$ cat src/rtl/wpb_pkg.sv
// shared types and constants for the weighted pixel blend
package wpb_pkg;

  localparam int CH_W      = 16;
  localparam int WGT_W     = 17;
  localparam int BYTE_W    = 8;
  localparam int BG_W      = 24;
  localparam int CFG_IDX_W = 2;

  localparam logic [WGT_W-1:0] WGT_ONE = 17'h10000;

  // configuration register indexes
  localparam logic [CFG_IDX_W-1:0] REG_PROJECTION_ONLY = 2'd0;
  localparam logic [CFG_IDX_W-1:0] REG_BACKGROUND_RGB  = 2'd1;

  // classified item queue
  localparam int Q_DEPTH = 4;
  localparam int Q_AW    = 2;

  // restoring divider: one quotient bit per cycle, top bit flags overflow
  localparam int               Q_BITS    = 9;
  localparam int               STEP_W    = 4;
  localparam logic [STEP_W-1:0] DIV_LAST = 4'd8;

  typedef logic [CH_W-1:0] chan_t;

  typedef struct packed {
    logic                take;      // contribution goes into the sums
    logic                first;     // first contribution of the run
    logic                interior;
    logic                resolve;   // run ends with this item
    logic                covered;   // run had at least one contribution
    chan_t [2:0]         ch;
    logic [WGT_W-1:0]    wgt;       // already saturated to one
  } item_t;

endpackage

$ cat src/rtl/wpb_front.sv
// front end: classifies incoming contributions and tracks the run length
module wpb_front import wpb_pkg::*; #(
  parameter int MAX_CONTRIBUTIONS = 16
) (
  input  logic             clk,
  input  logic             rst_n,
  input  logic             accept,
  input  logic             present,
  input  chan_t            chan0,
  input  chan_t            chan1,
  input  chan_t            chan2,
  input  logic [WGT_W-1:0] weight,
  input  logic             interior,
  input  logic             last,
  output item_t            item
);

  localparam int CNT_W = $clog2(MAX_CONTRIBUTIONS + 1);
  localparam logic [CNT_W-1:0] CNT_MAX = CNT_W'(MAX_CONTRIBUTIONS);

  logic [CNT_W-1:0] cnt_r, cnt_nxt;
  logic             under_lim;

  assign under_lim = (cnt_r < CNT_MAX);

  always_comb begin
    item.take     = present & under_lim;
    item.first    = (cnt_r == '0);
    item.interior = interior;
    item.resolve  = ~present | last;
    item.covered  = present | (cnt_r != '0);
    item.ch[0]    = chan0;
    item.ch[1]    = chan1;
    item.ch[2]    = chan2;
    item.wgt      = (weight > WGT_ONE) ? WGT_ONE : weight;
  end

  always_comb begin
    cnt_nxt = cnt_r;
    if (accept) begin
      if (item.resolve) begin
        cnt_nxt = '0;
      end else if (item.take) begin
        cnt_nxt = cnt_r + CNT_W'(1);
      end
    end
  end

  always_ff @(posedge clk) begin
    if (!rst_n) begin
      cnt_r <= '0;
    end else begin
      cnt_r <= cnt_nxt;
    end
  end

endmodule

$ cat src/rtl/wpb_queue.sv
// short queue of classified items between front and back
module wpb_queue import wpb_pkg::*; (
  input  logic  clk,
  input  logic  rst_n,
  input  logic  wr_en,
  input  item_t wr_data,
  output logic  full,
  input  logic  rd_en,
  output item_t rd_data,
  output logic  empty
);

  item_t           slot_r [Q_DEPTH];
  logic [Q_AW-1:0] wr_ptr_r, rd_ptr_r;
  logic [Q_AW:0]   count_r;

  assign full    = (count_r == (Q_AW+1)'(Q_DEPTH));
  assign empty   = (count_r == '0);
  assign rd_data = slot_r[rd_ptr_r];

  always_ff @(posedge clk) begin
    if (wr_en) begin
      slot_r[wr_ptr_r] <= wr_data;
    end
  end

  always_ff @(posedge clk) begin
    if (!rst_n) begin
      wr_ptr_r <= '0;
      rd_ptr_r <= '0;
      count_r  <= '0;
    end else begin
      if (wr_en) begin
        wr_ptr_r <= wr_ptr_r + Q_AW'(1);
      end
      if (rd_en) begin
        rd_ptr_r <= rd_ptr_r + Q_AW'(1);
      end
      case ({wr_en, rd_en})
        2'b10:   count_r <= count_r + (Q_AW+1)'(1);
        2'b01:   count_r <= count_r - (Q_AW+1)'(1);
        default: count_r <= count_r;
      endcase
    end
  end

endmodule

$ cat src/rtl/wpb_back.sv
// back end: accumulates contributions, divides at run end, holds the result
module wpb_back import wpb_pkg::*; #(
  parameter int MAX_CONTRIBUTIONS = 16
) (
  input  logic              clk,
  input  logic              rst_n,
  input  logic              q_empty,
  input  item_t             q_data,
  output logic              q_pop,
  input  logic              projection_only,
  input  logic [BG_W-1:0]   background_rgb,
  output logic              out_empty,
  input  logic              out_pop,
  output logic [BYTE_W-1:0] out0,
  output logic [BYTE_W-1:0] out1,
  output logic [BYTE_W-1:0] out2,
  output logic              out_covered
);

  localparam int LG    = $clog2(MAX_CONTRIBUTIONS);
  localparam int SUM_W = 32 + LG;
  localparam int WT_W  = WGT_W + LG;
  localparam int DW    = WT_W + 8;

  typedef enum logic [2:0] {
    ST_ACC  = 3'b001,
    ST_DIV  = 3'b010,
    ST_DONE = 3'b100
  } back_state_t;

  back_state_t state_r;

  logic [SUM_W-1:0] isum_r [3];
  logic [SUM_W-1:0] osum_r [3];
  logic [SUM_W-1:0] isum_nxt [3];
  logic [SUM_W-1:0] osum_nxt [3];
  logic [SUM_W-1:0] sel_sum [3];
  logic [WT_W-1:0]  iwt_r, owt_r, iwt_nxt, owt_nxt, sel_wt;
  logic             saw_int_r, saw_int_nxt;
  chan_t            first_r [3];
  chan_t            first_nxt [3];
  logic [32:0]      prod [3];

  logic [DW-1:0]     rem_r [3];
  logic [DW-1:0]     dvs_r;
  logic [Q_BITS-1:0] quo_r [3];
  logic [STEP_W-1:0] step_r;
  logic              cov_r, proj_r, wzero_r;
  logic [BYTE_W-1:0] res_first_r [3];

  logic              out_valid_r;
  logic [BYTE_W-1:0] out_byte_r [3];
  logic              out_cov_r;
  logic              slot_free;
  logic [BYTE_W-1:0] res_byte [3];

  assign q_pop       = (state_r == ST_ACC) & ~q_empty;
  assign slot_free   = ~out_valid_r | out_pop;
  assign out_empty   = ~out_valid_r;
  assign out0        = out_byte_r[0];
  assign out1        = out_byte_r[1];
  assign out2        = out_byte_r[2];
  assign out_covered = out_cov_r;

  // accumulator update for the request at the queue head
  always_comb begin
    saw_int_nxt = saw_int_r;
    iwt_nxt     = iwt_r;
    owt_nxt     = owt_r;
    for (int c = 0; c < 3; c++) begin
      prod[c]      = {17'b0, q_data.ch[c]} * {16'b0, q_data.wgt};
      isum_nxt[c]  = isum_r[c];
      osum_nxt[c]  = osum_r[c];
      first_nxt[c] = first_r[c];
      if (q_data.take) begin
        if (q_data.interior) begin
          isum_nxt[c] = isum_r[c] + SUM_W'(prod[c]);
        end else begin
          osum_nxt[c] = osum_r[c] + SUM_W'(prod[c]);
        end
        if (q_data.first) begin
          first_nxt[c] = q_data.ch[c];
        end
      end
    end
    if (q_data.take) begin
      if (q_data.interior) begin
        iwt_nxt     = iwt_r + WT_W'(q_data.wgt);
        saw_int_nxt = 1'b1;
      end else begin
        owt_nxt = owt_r + WT_W'(q_data.wgt);
      end
    end
    // interior contributions win over overlap ones when any exist
    sel_wt = saw_int_nxt ? iwt_nxt : owt_nxt;
    for (int c = 0; c < 3; c++) begin
      sel_sum[c] = saw_int_nxt ? isum_nxt[c] : osum_nxt[c];
    end
  end

  always_comb begin
    for (int c = 0; c < 3; c++) begin
      if (!cov_r) begin
        res_byte[c] = background_rgb[c*BYTE_W +: BYTE_W];
      end else if (proj_r) begin
        res_byte[c] = res_first_r[c];
      end else if (wzero_r) begin
        res_byte[c] = background_rgb[c*BYTE_W +: BYTE_W];
      end else if (quo_r[c][Q_BITS-1]) begin
        res_byte[c] = {BYTE_W{1'b1}};
      end else begin
        res_byte[c] = quo_r[c][BYTE_W-1:0];
      end
    end
  end

  always_ff @(posedge clk) begin
    if (!rst_n) begin
      state_r     <= ST_ACC;
      saw_int_r   <= 1'b0;
      iwt_r       <= '0;
      owt_r       <= '0;
      out_valid_r <= 1'b0;
      step_r      <= '0;
      for (int c = 0; c < 3; c++) begin
        isum_r[c]  <= '0;
        osum_r[c]  <= '0;
        first_r[c] <= '0;
      end
    end else begin
      if ((state_r == ST_DONE) && slot_free) begin
        out_valid_r <= 1'b1;
      end else if (out_pop) begin
        out_valid_r <= 1'b0;
      end
      case (state_r)
        ST_ACC: begin
          if (q_pop) begin
            if (q_data.resolve) begin
              // snapshot the run and clear for the next pixel
              cov_r   <= q_data.covered;
              proj_r  <= projection_only;
              wzero_r <= (sel_wt == '0);
              dvs_r   <= DW'(sel_wt) << 8;
              step_r  <= '0;
              for (int c = 0; c < 3; c++) begin
                rem_r[c]       <= DW'(sel_sum[c] >> 8);
                quo_r[c]       <= '0;
                res_first_r[c] <= first_nxt[c][CH_W-1 -: BYTE_W];
                isum_r[c]      <= '0;
                osum_r[c]      <= '0;
                first_r[c]     <= '0;
              end
              iwt_r     <= '0;
              owt_r     <= '0;
              saw_int_r <= 1'b0;
              state_r   <= ST_DIV;
            end else begin
              for (int c = 0; c < 3; c++) begin
                isum_r[c]  <= isum_nxt[c];
                osum_r[c]  <= osum_nxt[c];
                first_r[c] <= first_nxt[c];
              end
              iwt_r     <= iwt_nxt;
              owt_r     <= owt_nxt;
              saw_int_r <= saw_int_nxt;
            end
          end
        end
        ST_DIV: begin
          for (int c = 0; c < 3; c++) begin
            if (rem_r[c] >= dvs_r) begin
              rem_r[c] <= rem_r[c] - dvs_r;
              quo_r[c] <= {quo_r[c][Q_BITS-2:0], 1'b1};
            end else begin
              quo_r[c] <= {quo_r[c][Q_BITS-2:0], 1'b0};
            end
          end
          dvs_r  <= dvs_r >> 1;
          step_r <= step_r + STEP_W'(1);
          if (step_r == DIV_LAST) begin
            state_r <= ST_DONE;
          end
        end
        ST_DONE: begin
          if (slot_free) begin
            state_r <= ST_ACC;
          end
        end
        default: state_r <= ST_ACC;
      endcase
    end
  end

  always_ff @(posedge clk) begin
    if ((state_r == ST_DONE) && slot_free) begin
      out_cov_r <= cov_r;
      for (int c = 0; c < 3; c++) begin
        out_byte_r[c] <= res_byte[c];
      end
    end
  end

endmodule

$ cat src/rtl/weighted_pixel_blend.sv
// weighted pixel blend: resolves one output pixel from a run of camera contributions
//
// input channel: push a request while full is low; one request per contribution,
// the run ends with last set or with a request whose present bit is low.
// result channel: one result per run, shown while empty is low, taken with pop.
// config channel: cfg_ready is always high; the user must make writes only while the
// block is idle, which the block does not enforce; register 0 is projection_only
// and register 1 is background_rgb. throughput: one contribution per cycle through a
// 4-entry queue into the accumulators (one 16x17 multiply-add per channel) while the
// back end is accumulating; at the end of a run it stops taking contributions while
// it runs the three 9-step restoring divisions and writes the result once the output
// register is free. when the receiver stalls, the finished result waits in the output
// register while the next run is accumulated and divided; that result then waits in
// the back end, the queue fills and full rises. reset clears the queue, the
// accumulators, the valid flag of the result register and both configuration
// registers.
module weighted_pixel_blend import wpb_pkg::*; #(
  parameter int MAX_CONTRIBUTIONS = 16
) (
  input  logic                 clk,
  input  logic                 rst_n,
  input  logic                 in_push,
  output logic                 in_full,
  input  logic                 in_present,
  input  logic [CH_W-1:0]      in_chan0,
  input  logic [CH_W-1:0]      in_chan1,
  input  logic [CH_W-1:0]      in_chan2,
  input  logic [WGT_W-1:0]     in_weight,
  input  logic                 in_interior,
  input  logic                 in_last,
  output logic                 out_empty,
  input  logic                 out_pop,
  output logic [BYTE_W-1:0]    out_out0,
  output logic [BYTE_W-1:0]    out_out1,
  output logic [BYTE_W-1:0]    out_out2,
  output logic                 out_covered,
  input  logic                 cfg_valid,
  output logic                 cfg_ready,
  input  logic [CFG_IDX_W-1:0] cfg_index,
  input  logic [BG_W-1:0]      cfg_wdata
);

  logic            proj_r;
  logic [BG_W-1:0] bg_r;
  logic            q_full, q_empty, q_pop, accept;
  item_t           front_item, q_item;

  assign cfg_ready = 1'b1;
  assign in_full   = q_full;
  assign accept    = in_push & ~q_full;

  always_ff @(posedge clk) begin
    if (!rst_n) begin
      proj_r <= 1'b0;
      bg_r   <= '0;
    end else if (cfg_valid) begin
      if (cfg_index == REG_PROJECTION_ONLY) begin
        proj_r <= cfg_wdata[0];
      end else if (cfg_index == REG_BACKGROUND_RGB) begin
        bg_r <= cfg_wdata;
      end
    end
  end

  wpb_front #(
    .MAX_CONTRIBUTIONS(MAX_CONTRIBUTIONS)
  ) u_front (
    .clk      (clk),
    .rst_n    (rst_n),
    .accept   (accept),
    .present  (in_present),
    .chan0    (in_chan0),
    .chan1    (in_chan1),
    .chan2    (in_chan2),
    .weight   (in_weight),
    .interior (in_interior),
    .last     (in_last),
    .item     (front_item)
  );

  wpb_queue u_queue (
    .clk     (clk),
    .rst_n   (rst_n),
    .wr_en   (accept),
    .wr_data (front_item),
    .full    (q_full),
    .rd_en   (q_pop),
    .rd_data (q_item),
    .empty   (q_empty)
  );

  wpb_back #(
    .MAX_CONTRIBUTIONS(MAX_CONTRIBUTIONS)
  ) u_back (
    .clk             (clk),
    .rst_n           (rst_n),
    .q_empty         (q_empty),
    .q_data          (q_item),
    .q_pop           (q_pop),
    .projection_only (proj_r),
    .background_rgb  (bg_r),
    .out_empty       (out_empty),
    .out_pop         (out_pop),
    .out0            (out_out0),
    .out1            (out_out1),
    .out2            (out_out2),
    .out_covered     (out_covered)
  );

endmodule

$ cat config.mk
export PLATFORM = sky130hd
export DESIGN_NAME = weighted_pixel_blend
export DESIGN_NICKNAME = d
export VERILOG_FILES = /design/src/rtl/wpb_pkg.sv /design/src/rtl/wpb_front.sv /design/src/rtl/wpb_queue.sv /design/src/rtl/wpb_back.sv /design/src/rtl/weighted_pixel_blend.sv
export SDC_FILE = /design/constraint.sdc
export NUM_CORES = 2
export LEC_CHECK = 0
export BUFFER_PORTS_ARGS = -buffer_cell sky130_fd_sc_hd__clkbuf_2
export CORE_MARGIN = 1
export CORE_UTILIZATION = 44
export CTS_CLUSTER_SIZE = 12
export DETAILED_ROUTE_END_ITERATION = 16
export SETUP_SLACK_MARGIN = 0.5
export SLEW_MARGIN = 5
export SYNTH_ARGS = -nofsm -noshare
export SYNTH_HDL_FRONTEND = slang
export SYNTH_SLANG_ARGS = --single-unit
$ cat constraint.sdc
create_clock -name clk -period 23.3 [get_ports clk]
set_input_delay 2.33 -clock clk [delete_from_list [all_inputs] [get_ports clk]]
set_output_delay 2.33 -clock clk [all_outputs]
set_load 0.1 [all_outputs]
* Word-level counts from Yosys, hierarchy flattened
Memory sizes are Yosys's and may differ from the RTL's. A register that Yosys moved wholly into a read port is not among the register bits.
Cells that the tools add are included.
** Operators by class
- Multiplexer cells :: 128
- Order comparisons :: 5
- $mul :: 3
- Eq/ne operators :: 12
- Add/subtract/negate cells :: 17
- Reductions and logical operators :: 18
- Bitwise gates (word level) :: 38
** Operator list (number)
- $mux 36 :: 27
- $add 36x33->36 :: 6
- $mux 16 :: 12
- $mux 21 :: 7
- $mux 29 :: 5
- $mul 16x17->33 :: 3
- $mux 8 :: 12
- $ge 29x29->1 :: 3
- $sub 29x29->29 :: 3
- $pmux 29 s2 :: 1
- $mux 9 :: 6
- $mux 1 :: 44
- $add 21x17->21 :: 2
- $or 1x1->1 :: 30
- $logic_not 21->1 :: 1
- $gt 17x17->1 const B :: 1
- $mux 17 :: 1
- $mux 3 :: 4
- $reduce_and 4->1 :: 3
- $mux 5 :: 2
- $pmux 3 s3 :: 1
- $mux 4 :: 2
- $pmux 4 s2 :: 1
- $reduce_bool 2->1 :: 4
- other kinds (25) :: 40
** Word-level totals
- Bits in registers :: 121
- Bits of input ports :: 99
- Memories :: 8
- RAM bits :: 706
** Memory list
- u_queue.slot_r :: words 4, width 70, read ports 1, clocked after Yosys merged registers in 1, wr ports 1, RTL line wpb_queue.sv:13 : item_t slot_r [Q_DEPTH];
- u_back.isum_r :: words 3, width 36, read ports 3, clocked after Yosys merged registers in 0, wr ports 3, RTL line wpb_back.sv:33 : logic [SUM_W-1:0] isum_r [3];
- u_back.osum_r :: words 3, width 36, read ports 3, clocked after Yosys merged registers in 0, wr ports 3, RTL line wpb_back.sv:34 : logic [SUM_W-1:0] osum_r [3];
- u_back.rem_r :: words 3, width 29, read ports 3, clocked after Yosys merged registers in 0, wr ports 3, RTL line wpb_back.sv:44 : logic [DW-1:0] rem_r [3];
- u_back.first_r :: words 3, width 16, read ports 3, clocked after Yosys merged registers in 0, wr ports 3, RTL line wpb_back.sv:40 : chan_t first_r [3];
- u_back.quo_r :: words 3, width 9, read ports 3, clocked after Yosys merged registers in 0, wr ports 3, RTL line wpb_back.sv:46 : logic [Q_BITS-1:0] quo_r [3];
- +2 memories

* Depth between registers and ports, before layout
- Depth after elaboration :: 9
- Gate-level depth with buffers :: 43

* Hierarchy
From an unflattened synthesis, not the netlist that was laid out.
** Unflattened totals
- Cell total of the unflattened synthesis :: 8073
- Area total of the unflattened synthesis :: 78101.2 µm²
** Modules (own cells, without submodules)
- wpb_back :: instances 1, sequential area each 14073.5 µm², cells each 7441, area an instance 65567.9 µm²
- wpb_queue :: instances 1, sequential area each 8588.2 µm², cells each 412, area an instance 10625.2 µm²
- weighted_pixel_blend :: instances 1, sequential area each 500.5 µm², cells each 112, area an instance 1044.8 µm²
- wpb_front :: instances 1, sequential area each 100.1 µm², cells each 108, area an instance 863.3 µm²

* Least setup slack after synthesis
Ideal clock, no wire load.
- Kind :: reg-to-reg
- Start :: register with a tool-made name
- End :: memory u_back.rem_r[0][26] in the netlist's numbering, data pin
- Stages on the path, launching flop included :: 39
- Period minus slack after synthesis :: 10.404 ns
- Arrival time :: 10.132 ns
- Slack :: 12.896 ns
- Path through :: dfxtp_1 buf_6 buf_1 clkbuf_1 clkbuf_1 mux2i_1 nand2_1 o21ai_1 clkbuf_1 nor2_1 fa_1 inv_1 fa_1 fa_1 fa_1 inv_1 fa_1 fa_1 [... 3 more ...] nor4b_1 o311ai_0 a41oi_1 nand2_1 and3_1 a221o_1 a21oi_1 xnor2_1 ha_1 clkbuf_1 a21o_1 a21o_1 a31oi_1 a21boi_0 nor2_1 mux2i_1 a2111oi_0 a21oi_1
** RTL lines (RTL line)
- end: declaration :: wpb_back.sv:44

==> metrics.md <==
| Metric | Value |
|---|---|
| Final Cycle Share | `0.5138` |
| Hold bufs inserted after CTS | `0` |
| Routed len/inst | `23.28 um` |
| Average size of a mapped cell | `9.317 um2` |
| Data arrival, critical path | `12.57 ns` |
| GR Overflow Total | `0` |
| Antenna violations before repair | `11` |
| Via count | `61885` |
| Synth Area in Simple Gates | `0.1449` |
| Largest net degree at the start of global routing | `118` |
| Outcome | `complete, no violations` |
| Required time of the critical path | `23.89 ns` |
| Hold depth | `0` |
| Via density | `5.815` |
| Post CTS Setup Buffer Count | `0` |
| Core area | `0.1736 mm2` |
| Die height | `420.0 um` |
| Number of synthesized flops with an enable pin | `714` |
| Mapped Nets | `9630` |
| 1st-iter DRT viols | `5615` |
| Area grow syn2layout | `8.266%` |
| PortBufs | `125` |
| Finished Layout Cells | `10642` |
| Top cell by count, worst path | `fa_1` |
| Min Hold Slack | `0.4526 ns` |
| Startpoint Class | `flip-flop` |
| Final-layout fill cell count | `16378` |
| Clk sink count | `805` |
| Critical path endpoint category | `flip-flop` |
| Fmax | `0.08353 GHz` |
| Crit path max fanout | `54` |
| Wire length of the first global-routing pass | `370000 um` |
| Slew HR | `0.1096` |
| Crit-path max cell delay | `0.89 ns` |
| R2R cell count | `36` |
| Worst-margin pin slew | `1.322 ns` |
| Synth Area in Adders | `0.2702` |
| Full die area | `0.1764 mm2` |
| Post-synthesis mux area share | `0.03048` |
| Synth Instances | `8252` |
| Setup tns final | `0 ns` |
| Num ports | `127` |
| Inserted Clock Buffers | `96` |
| Vias in the first global route | `60320` |
| Placed insts | `10464` |
| Max_cap viols | `0` |
| Sequential fraction of the synthesis area | `0.3026` |
| Fin crit period | `11.97 ns` |
| DR DRC count | `0` |
| Final Hold Vio Count | `0` |
| Rows | `153` |
| Commonest register cell after synthesis | `edfxtp_1` |
| CP bufs+invs | `8` |
| Synth Area in XOR/XNOR | `0.04226` |
| Synth warn | `0` |
| Critical path's slowest cell | `a2111oi_0` |
| # resized after CTS | `0` |
| GPL Wtd Cong | `0.9586` |
| RSZ-0062 raised after global routing | `no` |
| Post-layout net count | `9615` |
| Clock transition at the registers of the reported paths | `0.06 ns` |
| Hold WC Path Type | `flip-flop to flip-flop` |
| GRT Util Overall | `0.2774` |
| DRT antenna net count | `0` |
| Final wirelength | `247700 um` |
| Instance count on the critical path | `36` |
| CTS max path bufs | `3` |
| Final slew viol count | `0` |
| CTS tree | `done` |
| Asr flop ratio synth | `0` |
| Drt first pass iters | `6` |
| Synth Register Bits | `805` |
| Crit Path Class | `flip-flop to flip-flop` |
| Layout cells sized above 1 | `0.06712` |
| DP Wirelength | `183800 um` |
| Clock latency on the worst-skew pair | `0.76 ns` |
| Largest family of logic cells by synthesized area | `adder cells` |
| Final setup violation count | `0` |
| Mapped Area | `0.07688 mm2` |
| Root Buffer | `clkbuf_16` |
| Htree depth | `3` |
| Unique cell type count in the Yosys netlist | `85` |
| Starting Density | `0.4428` |
| Synth Area in Compound Gates | `0.1470` |
| Clk_skew | `0.04583 ns` |
| Die Width | `420.0 um` |
| CP delay by family, top | `adder cells` |
area by class of cell:
class	instances	area, um2	share of cell area
diodes	3	7.507	0.00009019
clock buffers	123	2566	0.03083
clock inverters	52	553.0	0.006644
inverters	918	3453	0.04149
multi-input cells	6174	48950	0.5881
flip-flops and latches	805	23270	0.2796
well taps	2325	2909	0.03495
repair buffers	242	1524	0.01831
sequential cells by signal (all words and copies together) (netlist names), 3 cells and up, named ones only:
name and flops:
u_back.state_r 3, u_back.out_byte_r 24, u_back.rem_r 87, u_back.iwt_r 21, u_back.owt_r 21, u_back.isum_r 108, u_back.osum_r 108, u_back.step_r 4
u_front.cnt_r 5, u_back.res_first_r 24, u_back.quo_r 27, u_back.first_r 24, u_queue.count_r 3, u_back.dvs_r 29, u_queue.slot_r 280, bg_r 24
logic make-up after synthesis:
logic type | Yosys count
AND/OR/NAND/NOR | 2533
AO/OA/AOI/OAI | 1791
adder cells (fa/ha/maj) | 1279
buffers and inverters | 1273
flip-flops | 805
XOR/XNOR | 371
multiplexers | 199
other | 1
worst register-to-register path: cells and delay by family, from the launching register on:
family | cells | cell delay [ns]
buf+inv | 8 | 2.60
mux | 2 | 0.39
simple gates | 9 | 1.93
flops | 1 | 0.70
compound gates | 7 | 2.75
fa+ha+maj | 8 | 3.14
xor+xnor | 2 | 0.33
cells in the final DEF (no fill, tap or decap), drive strengths merged, types with 247 or more instances in the layout:
| cell type | instances |
|---|---|
| edfxtp | 714 |
| xnor2 | 247 |
| nand2 | 1061 |
| o21ai | 372 |
| ha | 643 |
| inv | 919 |
| clkbuf | 248 |
| nor2 | 776 |
| a21oi | 577 |
| fa | 636 |
cells in the mapped netlist (all sizes together) (71+ instances only):
library cell / count / area share
edfxtp: 714 / 0.28
and2: 144 / 0.012
mux2i: 107 / 0.014
mux2: 71 / 0.010
nor3: 80 / 0.0052
dfxtp: 91 / 0.024
inv: 916 / 0.045
xor2: 124 / 0.014
xnor2: 247 / 0.028
fa: 636 / 0.17
a21oi: 577 / 0.038
clkbuf: 304 / 0.015
a21o: 199 / 0.019
nand3: 107 / 0.0070
o21a: 88 / 0.0086
nor2: 776 / 0.038
nand2: 1061 / 0.052
ha: 643 / 0.10
a211oi: 80 / 0.0078
o21ai: 372 / 0.024
routing by layer:
metal  vias to the layer above  wire (um)  global-route usage
met5                         -         13                   0
met2                      2501     109100              0.4298
met1                     30610     106700              0.3829
met4                         2      11420              0.1118
met3                       463      20530             0.04924
li1                      28309          -                   -
path summary, 6_finish.rpt:
path             start                  end  slack, ns
min reg2reg     proj_r        u_back.proj_r       0.45
max          flip-flop  u_back.rem_r[0][25]      11.33
min             proj_r        u_back.proj_r       0.45
max reg2reg  flip-flop  u_back.rem_r[0][25]      11.33
stage by stage:
stage	instance area [um2]	utilization	setup WS, ns
floorplan	76880	-	12.90
global placement	80090	0.4613	11.63
detailed placement	80110	0.4614	11.44
CTS	83230	0.4794	11.43
global route	83230	0.4794	10.49
finish	83240	0.4794	11.33
Power is left out: the tool's default activity adds up to more than one toggle a clock period on the data nets, which glitch-free logic cannot reach.
